**src/rtl/core/sirdx_pkg.sv**
```systemverilog
// Shared types, constants and the symbol lookup for the radix conversion unit.
// No dependencies; every other file of the unit but the macro header refers to this package.
package sirdx_pkg;

  localparam int NUMBER_WIDTH = 32;
  localparam int MAX_RADIX    = 16;
  localparam int SYM_W        = 8;
  localparam int RADIX_W      = 5;
  localparam int DIGIT_W      = RADIX_W - 1;
  localparam int NUM_DIGITS   = NUMBER_WIDTH;
  localparam int CFG_W        = 64;
  localparam int CFG_IDX_W    = 2;
  localparam int BCNT_W       = $clog2(NUMBER_WIDTH);
  localparam int DCNT_W       = $clog2(NUM_DIGITS + 1);

  typedef logic [SYM_W-1:0]   sym_t;
  typedef logic [DIGIT_W-1:0] digit_t;
  typedef logic [RADIX_W-1:0] radix_t;
  typedef logic [CFG_W-1:0]   cfg_word_t;

  localparam sym_t      SIGN_PLUS       = 8'h2B;
  localparam sym_t      SIGN_MINUS      = 8'h2D;
  localparam radix_t    MIN_RADIX       = 5'd2;
  localparam radix_t    RADIX_RESET     = 5'd2;
  localparam cfg_word_t SYMS_LOW_RESET  = 64'h0000_0000_0000_3130;
  localparam cfg_word_t SYMS_HIGH_RESET = 64'h0;

  typedef enum logic [CFG_IDX_W-1:0] {
    CFG_RADIX     = 2'd0,
    CFG_SYMS_LOW  = 2'd1,
    CFG_SYMS_HIGH = 2'd2
  } cfg_idx_t;

  // Control from the sequencer to the digit array.
  typedef struct packed {
    logic load;   // take a new magnitude and clear the digits
    logic conv;   // shift one magnitude bit into the digits
    logic shift;  // move the digits one place toward the top
  } dig_ctl_t;

  // Symbols 0 to 7 sit in the low word, 8 to 15 in the high word.
  function automatic sym_t symbol_at(input cfg_word_t lo, input cfg_word_t hi,
                                     input digit_t d);
    cfg_word_t tbl;
    tbl = d[DIGIT_W-1] ? hi : lo;
    return tbl[{d[DIGIT_W-2:0], 3'b000} +: SYM_W];
  endfunction

endpackage

```
**src/rtl/core/sirdx_digits.sv**
```systemverilog
// Digit array of the radix conversion: magnitude bits enter MSB first and each
// cell doubles its digit in the configured radix. Depends on sirdx_pkg.
module sirdx_digits (
  input  logic                                clk,
  input  sirdx_pkg::dig_ctl_t                 ctl,
  input  logic [sirdx_pkg::NUMBER_WIDTH-1:0]  mag_in,
  input  sirdx_pkg::radix_t                   radix,
  output sirdx_pkg::digit_t                   top_digit
);

  logic [sirdx_pkg::NUMBER_WIDTH-1:0] mag_r;
  sirdx_pkg::digit_t                  dig_r   [sirdx_pkg::NUM_DIGITS];
  sirdx_pkg::digit_t                  dig_nxt [sirdx_pkg::NUM_DIGITS];

  logic [sirdx_pkg::NUM_DIGITS-1:0] gen;
  logic [sirdx_pkg::NUM_DIGITS-1:0] prop;
  logic [sirdx_pkg::NUM_DIGITS:0]   opa;
  logic [sirdx_pkg::NUM_DIGITS:0]   opb;
  logic [sirdx_pkg::NUM_DIGITS:0]   carry;

  // A cell overflows when twice its digit reaches the radix (generate), or
  // when it falls one short and the cell below overflows (propagate, odd
  // radix only). That is the carry chain of an adder, so one add resolves it.
  always_comb begin
    sirdx_pkg::radix_t t;
    for (int k = 0; k < sirdx_pkg::NUM_DIGITS; k++) begin
      gen[k]  = ({dig_r[k], 1'b0} >= radix);
      prop[k] = ({dig_r[k], 1'b1} == radix);
    end
    opa   = {1'b0, gen | prop};
    opb   = {1'b0, gen};
    carry = (opa + opb + {{sirdx_pkg::NUM_DIGITS{1'b0}},
                          mag_r[sirdx_pkg::NUMBER_WIDTH-1]}) ^ opa ^ opb;
    for (int k = 0; k < sirdx_pkg::NUM_DIGITS; k++) begin
      t          = {dig_r[k], carry[k]};
      dig_nxt[k] = carry[k+1] ? sirdx_pkg::digit_t'(t - radix)
                              : sirdx_pkg::digit_t'(t);
    end
  end

  always_ff @(posedge clk) begin
    if (ctl.load) begin
      mag_r <= mag_in;
      for (int k = 0; k < sirdx_pkg::NUM_DIGITS; k++) dig_r[k] <= '0;
    end else if (ctl.conv) begin
      mag_r <= {mag_r[sirdx_pkg::NUMBER_WIDTH-2:0], 1'b0};
      for (int k = 0; k < sirdx_pkg::NUM_DIGITS; k++) dig_r[k] <= dig_nxt[k];
    end else if (ctl.shift) begin
      dig_r[0] <= '0;
      for (int k = 1; k < sirdx_pkg::NUM_DIGITS; k++) dig_r[k] <= dig_r[k-1];
    end
  end

  assign top_digit = dig_r[sirdx_pkg::NUM_DIGITS-1];

endmodule

```
**src/rtl/core/sirdx_symchk.sv**
```systemverilog
// Symbol table check: walks the symbols in use one per cycle, flagging sign
// bytes, duplicates and an out-of-range radix. Depends on sirdx_pkg.
module sirdx_symchk (
  input  logic                   clk,
  input  logic                   rst_n,
  input  logic                   start,
  input  sirdx_pkg::radix_t      radix,
  input  sirdx_pkg::cfg_word_t   syms_low,
  input  sirdx_pkg::cfg_word_t   syms_high,
  output logic                   bad
);

  sirdx_pkg::sym_t   sh_r [sirdx_pkg::MAX_RADIX];
  sirdx_pkg::radix_t left_r;
  logic              bad_r;
  logic              hit;
  logic              range_bad;

  assign range_bad = (radix < sirdx_pkg::MIN_RADIX) ||
                     (radix > sirdx_pkg::radix_t'(sirdx_pkg::MAX_RADIX));

  // The head of the line is checked for a sign byte and compared with every later symbol still in use.
  always_comb begin
    hit = (sh_r[0] == sirdx_pkg::SIGN_PLUS) || (sh_r[0] == sirdx_pkg::SIGN_MINUS);
    for (int k = 1; k < sirdx_pkg::MAX_RADIX; k++) begin
      if ((sirdx_pkg::radix_t'(k) < left_r) && (sh_r[k] == sh_r[0])) hit = 1'b1;
    end
  end

  always_ff @(posedge clk) begin
    if (!rst_n) begin
      left_r <= '0;
      bad_r  <= 1'b0;
    end else if (start) begin
      left_r <= range_bad ? '0 : radix;
      bad_r  <= range_bad;
    end else if (left_r != '0) begin
      left_r <= left_r - sirdx_pkg::radix_t'(1);
      bad_r  <= bad_r | hit;
    end
  end

  always_ff @(posedge clk) begin
    if (start) begin
      for (int k = 0; k < sirdx_pkg::MAX_RADIX / 2; k++) begin
        sh_r[k]     <= syms_low[k*sirdx_pkg::SYM_W +: sirdx_pkg::SYM_W];
        sh_r[k + 8] <= syms_high[k*sirdx_pkg::SYM_W +: sirdx_pkg::SYM_W];
      end
    end else if (left_r != '0) begin
      for (int k = 0; k < sirdx_pkg::MAX_RADIX - 1; k++) sh_r[k] <= sh_r[k+1];
      sh_r[sirdx_pkg::MAX_RADIX-1] <= '0;
    end
  end

  assign bad = bad_r;

endmodule

```
**src/rtl/core/signed_int_to_radix_digits_unit.sv**
```systemverilog
// Signed integer to radix digits, one request at a time: the magnitude is shifted
// into the digit array a bit a cycle, then leading zero positions are skipped or
// digits emitted, and '-' is emitted first for a negative number. Output stalls
// hold the sign and digit emission. A new request is taken only once the last
// symbol is registered, or once the magnitude is in when an invalid base yields
// nothing. Synchronous active-low reset sets defaults.
module signed_int_to_radix_digits_unit (
  input  logic                                      clk,
  input  logic                                      rst_n,
  input  logic                                      in_valid,
  output logic                                      in_ready,
  input  logic signed [sirdx_pkg::NUMBER_WIDTH-1:0] in_number,
  output logic                                      out_valid,
  input  logic                                      out_ready,
  output logic [sirdx_pkg::SYM_W-1:0]               out_symbol,
  output logic                                      out_last,
  input  logic                                      cfg_we,
  input  logic [sirdx_pkg::CFG_IDX_W-1:0]           cfg_index,
  input  logic [sirdx_pkg::CFG_W-1:0]               cfg_data
);

  typedef enum logic [1:0] {S_IDLE, S_CONV, S_SIGN, S_EMIT} state_t;

  state_t                            state_r, state_nxt;
  logic [sirdx_pkg::BCNT_W-1:0]      bit_cnt_r, bit_cnt_nxt;
  logic [sirdx_pkg::DCNT_W-1:0]      emit_cnt_r, emit_cnt_nxt;
  logic                              neg_r, neg_nxt;
  logic                              started_r, started_nxt;
  logic                              out_valid_r, out_valid_nxt;
  sirdx_pkg::sym_t                   out_symbol_r, out_symbol_nxt;
  logic                              out_last_r, out_last_nxt;

  sirdx_pkg::radix_t                 radix_r;
  sirdx_pkg::cfg_word_t              syms_low_r;
  sirdx_pkg::cfg_word_t              syms_high_r;

  logic                              accept;
  logic                              slot_free;
  logic                              skip;
  logic                              emit_take;
  logic                              num_neg;
  logic [sirdx_pkg::NUMBER_WIDTH-1:0] num_u;
  logic [sirdx_pkg::NUMBER_WIDTH-1:0] mag;
  sirdx_pkg::dig_ctl_t               dig_ctl;
  sirdx_pkg::digit_t                 top_digit;
  logic                              base_bad;

  always_ff @(posedge clk) begin
    if (!rst_n) begin
      radix_r     <= sirdx_pkg::RADIX_RESET;
      syms_low_r  <= sirdx_pkg::SYMS_LOW_RESET;
      syms_high_r <= sirdx_pkg::SYMS_HIGH_RESET;
    end else if (cfg_we) begin
      unique case (cfg_index)
        sirdx_pkg::CFG_RADIX:     radix_r     <= cfg_data[sirdx_pkg::RADIX_W-1:0];
        sirdx_pkg::CFG_SYMS_LOW:  syms_low_r  <= cfg_data;
        sirdx_pkg::CFG_SYMS_HIGH: syms_high_r <= cfg_data;
        default: ;
      endcase
    end
  end

  assign in_ready  = (state_r == S_IDLE);
  assign accept    = in_valid && in_ready;
  assign slot_free = !out_valid_r || out_ready;

  assign num_u   = in_number;
  assign num_neg = num_u[sirdx_pkg::NUMBER_WIDTH-1];
  assign mag     = num_neg ? (~num_u + sirdx_pkg::NUMBER_WIDTH'(1)) : num_u;

  // Leading zero digits are dropped before the first digit, keeping at least one.
  assign skip      = (state_r == S_EMIT) && !started_r && (top_digit == '0) &&
                     (emit_cnt_r != sirdx_pkg::DCNT_W'(1));
  assign emit_take = (state_r == S_EMIT) && !skip && slot_free;

  assign dig_ctl.load  = accept;
  assign dig_ctl.conv  = (state_r == S_CONV);
  assign dig_ctl.shift = skip || emit_take;

  sirdx_digits u_digits (
    .clk       (clk),
    .ctl       (dig_ctl),
    .mag_in    (mag),
    .radix     (radix_r),
    .top_digit (top_digit)
  );

  sirdx_symchk u_symchk (
    .clk       (clk),
    .rst_n     (rst_n),
    .start     (accept),
    .radix     (radix_r),
    .syms_low  (syms_low_r),
    .syms_high (syms_high_r),
    .bad       (base_bad)
  );

  always_comb begin
    state_nxt      = state_r;
    bit_cnt_nxt    = bit_cnt_r;
    emit_cnt_nxt   = emit_cnt_r;
    neg_nxt        = neg_r;
    started_nxt    = started_r;
    out_valid_nxt  = out_valid_r && !out_ready;
    out_symbol_nxt = out_symbol_r;
    out_last_nxt   = out_last_r;
    unique case (state_r)
      S_IDLE: begin
        if (accept) begin
          state_nxt   = S_CONV;
          bit_cnt_nxt = '0;
          neg_nxt     = num_neg;
        end
      end
      S_CONV: begin
        bit_cnt_nxt = bit_cnt_r + sirdx_pkg::BCNT_W'(1);
        if (bit_cnt_r == sirdx_pkg::BCNT_W'(sirdx_pkg::NUMBER_WIDTH - 1)) begin
          emit_cnt_nxt = sirdx_pkg::DCNT_W'(sirdx_pkg::NUM_DIGITS);
          started_nxt  = 1'b0;
          if (base_bad)   state_nxt = S_IDLE;
          else if (neg_r) state_nxt = S_SIGN;
          else            state_nxt = S_EMIT;
        end
      end
      S_SIGN: begin
        if (slot_free) begin
          out_valid_nxt  = 1'b1;
          out_symbol_nxt = sirdx_pkg::SIGN_MINUS;
          out_last_nxt   = 1'b0;
          state_nxt      = S_EMIT;
        end
      end
      S_EMIT: begin
        if (skip) begin
          emit_cnt_nxt = emit_cnt_r - sirdx_pkg::DCNT_W'(1);
        end else if (emit_take) begin
          out_valid_nxt  = 1'b1;
          out_symbol_nxt = sirdx_pkg::symbol_at(syms_low_r, syms_high_r, top_digit);
          out_last_nxt   = (emit_cnt_r == sirdx_pkg::DCNT_W'(1));
          emit_cnt_nxt   = emit_cnt_r - sirdx_pkg::DCNT_W'(1);
          started_nxt    = 1'b1;
          if (emit_cnt_r == sirdx_pkg::DCNT_W'(1)) state_nxt = S_IDLE;
        end
      end
      default: state_nxt = S_IDLE;
    endcase
  end

  always_ff @(posedge clk) begin
    if (!rst_n) begin
      state_r     <= S_IDLE;
      bit_cnt_r   <= '0;
      emit_cnt_r  <= '0;
      neg_r       <= 1'b0;
      started_r   <= 1'b0;
      out_valid_r <= 1'b0;
    end else begin
      state_r     <= state_nxt;
      bit_cnt_r   <= bit_cnt_nxt;
      emit_cnt_r  <= emit_cnt_nxt;
      neg_r       <= neg_nxt;
      started_r   <= started_nxt;
      out_valid_r <= out_valid_nxt;
    end
    out_symbol_r <= out_symbol_nxt;
    out_last_r   <= out_last_nxt;
  end

  assign out_valid  = out_valid_r;
  assign out_symbol = out_symbol_r;
  assign out_last   = out_last_r;

endmodule

```
**config.mk**
```make
export PLATFORM = sky130hd
export DESIGN_NAME = signed_int_to_radix_digits_unit
export DESIGN_NICKNAME = d
export VERILOG_FILES = /design/src/rtl/core/sirdx_pkg.sv /design/src/rtl/core/sirdx_digits.sv /design/src/rtl/core/sirdx_symchk.sv /design/src/rtl/core/signed_int_to_radix_digits_unit.sv
export SDC_FILE = /design/constraint.sdc
export NUM_CORES = 1
export LEC_CHECK = 0
export BUFFER_PORTS_ARGS = -buffer_cell sky130_fd_sc_hd__buf_4
export CORE_UTILIZATION = 60
export CTS_BUF_LIST = sky130_fd_sc_hd__clkbuf_16
export DETAILED_ROUTE_END_ITERATION = 12
export HOLD_SLACK_MARGIN = 0.1
export PLACE_DENSITY = 0.78
export SLEW_MARGIN = 20
export SYNTH_ARGS = -nofsm -noshare
export SYNTH_HDL_FRONTEND = slang
export SYNTH_SLANG_ARGS = --single-unit
```
**constraint.sdc**
```tcl
create_clock -name clk -period 12.6 [get_ports clk]
set_clock_uncertainty 0.15 [all_clocks]
set_input_delay 1.89 -clock clk [delete_from_list [all_inputs] [get_ports clk]]
set_output_delay 1.89 -clock clk [all_outputs]
set_load 0.1 [all_outputs]
```
==> results_dict.tcl, run 1 <==
set metrics [dict create \
    syn2layout_area_growth_pct 9.99 \
    hold_class "register to register" \
    met2_usage_pct 52.9 \
    clk_pin_slew_ns 0.06 \
    drv_cap 0 \
    rows 80 \
    cp-start-kind "register" \
    ctsResizeCount 0 \
    wire_per_inst_um 21.7 \
    grt_max_degree 116 \
    yosys_warnings 0 \
    core_area_sq_um 47800 \
    cts.sink_count 452 \
    path_class "register to register" \
    worst_slew_pin_slew_ns 1.16 \
    maxSlewViolCount 0 \
    final.period_utilization_pct 49.5 \
    slew_headroom_pct 22.6 \
    fmax_mhz 160 \
    nNetsFinal 3259 \
    placed_cells 3519 \
    finalSetupTns_ns 0 \
    r2r_cells 20 \
    grtUsageMet1_pct 40.3 \
    worst_ep_required_time_ns 12.79 \
    grt-busiest-layer "met2" \
    ys_seq_area_share_pct 41.2 \
    grt_pass1_wl_um 124000 \
    crit_chain "inv_1 > buf_4 > ha_1 > o211ai_1 > o21a_1 > inv_1 > ha_1 > nor3_2 > o22ai_1 > o2111a_1 > o21a_1 > nor2_1 > o41ai_1 > a2111oi_2 > or2_2 > ha_1 > inv_1 > fa_1 > mux2i_1 > o21ai_1" \
    crit_slowest_cell "a2111oi_2" \
    synth_top_area_share_pct 30.6 \
    detail-route-antenna-nets 0 \
    max-vdd-ir-drop_v 0.000136 \
    final_cells 3612 \
    synth_seq_cells 452 \
    async_reset_ff_share_pct 0 \
    cts_setup_buffers 0 \
    synth_fp_nets 3214 \
    syn_avg_cell_area_sq_um 10.0 \
    max_stage_delay_ns 0.73 \
    initial_core_util_pct 60.9 \
    cts_tree "built" \
    ys_types 95 \
    clock_path_buffers 3 \
    dr.pass1.iters 6 \
    arrival_ns 6.42 \
    vias 23100 \
    antenna_cells 0 \
    numCtsBuffers 50 \
    hold_ws_ns 0.315 \
    synth_enable_flop_cells 297 \
    synth-main-ff-cell "edfxtp_1" \
    period_needed_ns 6.23 \
    synth.area.top_cells "edfxtp_1, dfxtp_1, ha_1" \
    min_delay_path_depth 1 \
    synth_area_leader_cell "edfxtp_1" \
    drive_gt1_share_pct 15.0 \
    syn-instance-count 2911 \
    p_leak_nw 12.6 \
    power.density_nw_per_um2 198 \
    first_iter_violations 2175 \
    outcome "complete, no violations" \
    hold_buffers 0 \
    rsz0062_at_grt "false" \
    netlist_area_sq_um 29100 \
    vias_per_cell 6.39 \
    ios 114 \
    setup_viol 0 \
    grt.overflow.total 0 \
    htreeDepth 2 \
    antenna_found_initial 1 \
    die_w_um 222 \
    clk_root_buffer_cell "clkbuf_16" \
    dieArea_sq_um 49500 \
    clk_latency_ns 0.63 \
    drt_drc_violations_left 0 \
    met3_usage_pct 4.30 \
    place.gp.congestion 0.908 \
    path_max_fanout 22 \
    dp_hpwl_um 52700 \
    grt_use_total_pct 31.6 \
    finalHoldViolCount 0 \
    die_h_um 222 \
    grt_pass1_vias 22900 \
    port_buffers 113 \
    worstSetupEndpointType "register" \
    wirelength_um 78300 \
]
==> sequential cells by signal, indices dropped and copies added (netlist names), 6 cells and up, named ones only <==
register,cells
syms_low_r,64
out_symbol,8
emit_cnt_r,6
u_digits.dig_r,128
syms_high_r,64
u_symchk.sh_r,128
u_digits.mag_r,32
==> power breakdown <==
group / internal (mW) / switching (mW)
Combinational: 1.14 / 1.42
Clock: 0.774 / 0.628
Sequential: 2.06 / 0.336
Total: 3.98 / 2.38
==> stage by stage <==
step	total power [mW]	setup slack, ns	area (sq um)	util, %
5_1_grt	6.69	5.91	32100	67.0
3_3_place_gp	4.78	6.60	30500	63.7
3_5_place_dp	4.91	6.51	30500	63.7
4_1_cts	6.33	6.43	32100	67.0
2_1_floorplan	4.24	5.33	29100	-
6_report	6.36	6.37	32100	67.0
==> placed cells by master (no fill, tap or decap), types with 10 or more instances in the layout <==
master / Yosys / final
nand2_1: 480 / 477
edfxtp_1: 297 / 297
ha_1: 168 / 168
o21ai_0: 155 / 155
dfxtp_1: 155 / 153
buf_4: 2 / 147
xor2_1: 132 / 132
a21oi_1: 132 / 131
a21boi_0: 131 / 131
mux2_2: 128 / 128
nor2_1: 111 / 109
inv_1: 94 / 106
xnor2_1: 85 / 85
clkbuf_16: 0 / 54
a21o_1: 51 / 51
nand3_1: 51 / 49
nor2b_1: 45 / 45
mux2i_1: 44 / 44
mux4_2: 40 / 40
fa_1: 32 / 32
nor4_1: 30 / 30
o22ai_1: 28 / 28
and3_1: 25 / 25
nand4_1: 25 / 25
a22o_1: 24 / 24
o21a_1: 22 / 22
nor3_1: 21 / 21
nand2b_1: 20 / 19
or2_2: 19 / 19
o211ai_1: 17 / 17
and2_1: 16 / 16
or3_1: 14 / 14
o31ai_1: 12 / 12
clkinv_2: 0 / 12
nand3b_1: 11 / 11
a211oi_1: 10 / 10
clkinv_1: 1 / 10
==> final timing paths <==
check          startpoint                      to  slack, ns
min reg2reg  bit_cnt_r[3]            bit_cnt_r[3]       0.32
max            radix_r[2]  u_digits.dig_r[0][121]       6.37
min          bit_cnt_r[3]            bit_cnt_r[3]       0.32
max reg2reg    radix_r[2]  u_digits.dig_r[0][121]       6.37
==> logic make-up after synthesis <==
group,after synthesis,share of synthesized area (%)
AO/OA/AOI/OAI,671,15.4
AND/OR/NAND/NOR,905,14.4
buffers and inverters,252,3.32
multiplexers,214,9.64
flip-flops,452,41.2
XOR/XNOR,217,6.52
adder cells (fa/ha/maj),200,9.41
==> layer usage <==
layer  part of all wire (%)  vias to the layer above
li1                       -                    10700
met1                     40                    11200
met2                     48                      989
met3                    7.3                      215
met5                      0                        -
met4                    4.7                        0
==> area by class of cell <==
class	count	area, sq um
inverter	97	364
tap	615	769
fill	3683	15800
multi-input combinational	2207	16200
sequential	452	12000
clock inverter	39	223
clock buffer	54	1350
timing repair buffer	148	1110
==> cells in the mapped netlist (25+ instances only) <==
cell and count:
a21boi_0 131, a21o_1 51, a21oi_1 132, and3_1 25
clkbuf_1 128, dfxtp_1 155, edfxtp_1 297, fa_1 32
ha_1 168, inv_1 94, mux2_2 128, mux2i_1 44
mux4_2 40, nand2_1 480, nand3_1 51, nand4_1 25
nor2_1 111, nor2b_1 45, nor4_1 30, o21ai_0 155
o22ai_1 28, xnor2_1 85, xor2_1 132
==> critical path, delay by kind of cell (launching register included) <==
family | cells | cell delay, ns
compound gates | 8 | 2.18
fa+ha+maj | 4 | 1.18
buf+inv | 4 | 1.06
flops | 1 | 0.31
mux | 1 | 0.18
simple gates | 3 | 0.90
No activity file was read; power rests on OpenSTA's default activity.
==> inputs of run 2 (changes only) <==
--- a/config.mk
+++ b/config.mk
@@ -5,6 +5,7 @@
 export SDC_FILE = /design/constraint.sdc
 export NUM_CORES = 1
 export LEC_CHECK = 0
+export ABC_AREA = 1
 export BUFFER_PORTS_ARGS = -buffer_cell sky130_fd_sc_hd__buf_4
 export CORE_UTILIZATION = 60
 export CTS_BUF_LIST = sky130_fd_sc_hd__clkbuf_16
==> constraint.sdc (replaced) <==
create_clock -name clk -period 6.29 [get_ports clk]
set_clock_uncertainty 0.15 [all_clocks]
set_input_delay 0.9435 -clock clk [delete_from_list [all_inputs] [get_ports clk]]
set_output_delay 0.9435 -clock clk [all_outputs]
set_load 0.1 [all_outputs]
==> results_dict.tcl, run 2 <==
set metrics [dict create \
    outcome "complete, no violations" \
    fmax_mhz 189 \
    nNetsFinal 4322 \
    grt_use_total_pct 34.3 \
    layout_common_cells "nand2_1, o21ai_0, inv_1, nor2_1, edfxtp_1" \
    reg2reg_to "u_digits.dig_r[0][98]" \
    vias_per_cell 5.81 \
    rsz0062_at_grt "false" \
    synth-main-ff-cell "edfxtp_1" \
    core_area_sq_um 49200 \
    p_leak_nw 14.6 \
    synth.area.top_cells "edfxtp_1, nand2_1, dfxtp_1" \
    period_needed_ns 5.29 \
    grt_max_degree 100 \
    finalHoldViolCount 0 \
    yosysMostFrequentCell "nand2_1" \
    pre_cts_ws_ns 1.15 \
    hold_ws_ns 0.313 \
    rows 81 \
    yosys_warnings 0 \
    cts_tree "built" \
    drive_gt1_share_pct 7.61 \
    synth_fp_nets 4290 \
    dp_hpwl_um 59200 \
    async_reset_ff_share_pct 0 \
    htreeDepth 2 \
    final_util_pct 67.0 \
    dr.pass1.iters 8 \
    worstReg2RegStart "radix_r[2]" \
    ios 114 \
    numCtsBuffers 50 \
    place.gp.congestion 0.953 \
    drv_cap 0 \
    grt_pass1_vias 26000 \
    drt_drc_violations_left 0 \
    ctsResizeCount 0 \
    grt.overflow.total 0 \
    fillers 4216 \
    wire_per_inst_um 18.3 \
    cp-start-kind "register" \
    top_regs "u_digits.dig_r x128, u_symchk.sh_r x128" \
    hold_buffers 0 \
    max-vdd-ir-drop_v 0.000350 \
    clk_pin_slew_ns 0.06 \
    initial_core_util_pct 61.2 \
    cts_setup_buffers 0 \
    dr_wl_met3_um 7490 \
    finalSetupTns_ns 0 \
    met1_length_um 35400 \
    final.period_utilization_pct 84.1 \
    clk_root_buffer_cell "clkbuf_16" \
    r2r_cells 24 \
    antenna_cells 0 \
    path_max_fanout 12 \
    crit_end "u_digits.dig_r[0][98]" \
    dieArea_sq_um 51000 \
    vias 27400 \
    wl_met2_um 39700 \
    worst_slack_ns 1.00 \
    syn2layout_area_growth_pct 9.49 \
    arrival_ns 5.50 \
    die_h_um 226 \
    ys_seq_area_share_pct 40.0 \
    wirelength_um 86400 \
    cts.sink_count 452 \
    path_class "register to register" \
    synth_top_area_share_pct 29.7 \
    setup_viol 0 \
    top_layer_used "met5" \
    syn_avg_cell_area_sq_um 7.54 \
    detail-route-antenna-nets 0 \
    clock_path_buffers 3 \
    netlist_area_sq_um 30100 \
    hold_class "register to register" \
    total_power_mw 17.5 \
    syn-instance-count 3987 \
    power.density_nw_per_um2 531 \
    grt_pass1_wl_um 138000 \
    worst_ep_required_time_ns 6.51 \
    worst_slew_pin_slew_ns 1.11 \
    clk_latency_ns 0.64 \
    final_common_cell "nand2_1" \
    first_iter_violations 2691 \
    slew_headroom_pct 26.0 \
    startpoint "radix_r[2]" \
    synthTopCellsByCount "nand2_1, o21ai_0, inv_1" \
    synth_seq_cells 452 \
    ys_types 51 \
    synth_area_leader_cell "edfxtp_1" \
    maxSlewViolCount 0 \
    regToRegSetupSlack_ns 1.00 \
    antenna_found_initial 1 \
    worstSetupEndpointType "register" \
    port_buffers 113 \
    synth_enable_flop_cells 297 \
    die_w_um 226 \
]
run 2: cell families (layout without fill, tap and decap cells):
family / after synthesis / after routing / synth area share, %
compound gates: 738 / 738 / 13.1
xor+xnor: 155 / 155 / 4.51
fa+ha+maj: 200 / 200 / 9.12
buf+inv: 605 / 679 / 8.10
flops: 452 / 452 / 40.0
simple gates: 1837 / 1837 / 25.2
run 2: worst min-delay path by stage:
stage,cells after the start,slack (ns),from,endpoint
2_1_floorplan,2,0.28,syms_high_r[51],syms_high_r[51]
3_3_place_gp,2,0.30,syms_high_r[51],syms_high_r[51]
3_5_place_dp,2,0.30,syms_high_r[51],syms_high_r[51]
4_1_cts,2,0.31,syms_high_r[48],syms_high_r[48]
5_1_grt,2,0.34,emit_cnt_r[3],emit_cnt_r[3]
6_report,2,0.31,syms_low_r[54],syms_low_r[54]
run 2: per-stage QoR:
stage / std cells / area (sq um)
2_1_floorplan: 3987 / 30100
3_3_place_gp: 4631 / 31300
3_5_place_dp: 4631 / 31300
4_1_cts: 4725 / 32900
5_1_grt: 4725 / 32900
6_report: 4725 / 32900
run 2: area by class of cell:
class	instances	area, sq um	area share, %
clock inverters	41	324	0.984
repair buffers	146	1110	3.37
multi-input cells	2930	15700	47.5
well taps	664	831	2.52
flip-flops and latches	452	12000	36.5
clock buffers	53	1330	4.03
inverters	439	1660	5.03
run 2: critical path, cell delays in order (launching register included):
cell	delay, ns
dfxtp_1	0.37
clkinv_1	0.51
ha_1	0.61
nand2_1	0.09
nor3_1	0.18
nor2_1	0.07
o21ai_1	0.17
ha_1	0.21
inv_1	0.04
nand4_1	0.33
nand2_1	0.10
nand2_1	0.31
nand2_1	0.16
nand2_4	0.14
nand2_1	0.07
nand2_2	0.21
nand2_1	0.11
nand2_2	0.16
inv_2	0.08
ha_1	0.21
fa_1	0.38
xor2_1	0.14
nand2_1	0.06
nand3_1	0.08
nand2_1	0.05
run 2: power breakdown:
group / internal, mW / switching (mW) / leakage [nW] / total, mW
clock: 1.66 / 1.32 / 0.843 / 2.98
sequential: 4.79 / 0.877 / 4.38 / 5.67
combinational: 2.82 / 6.00 / 9.39 / 8.82
run 2: metal layers:
metal | vias up | global-route usage (%)
li1 | 13200 | -
met1 | 12700 | 44.6
met2 | 1228 | 55.4
met3 | 257 | 6.17
met4 | 2 | 15.6
met5 | - | 0
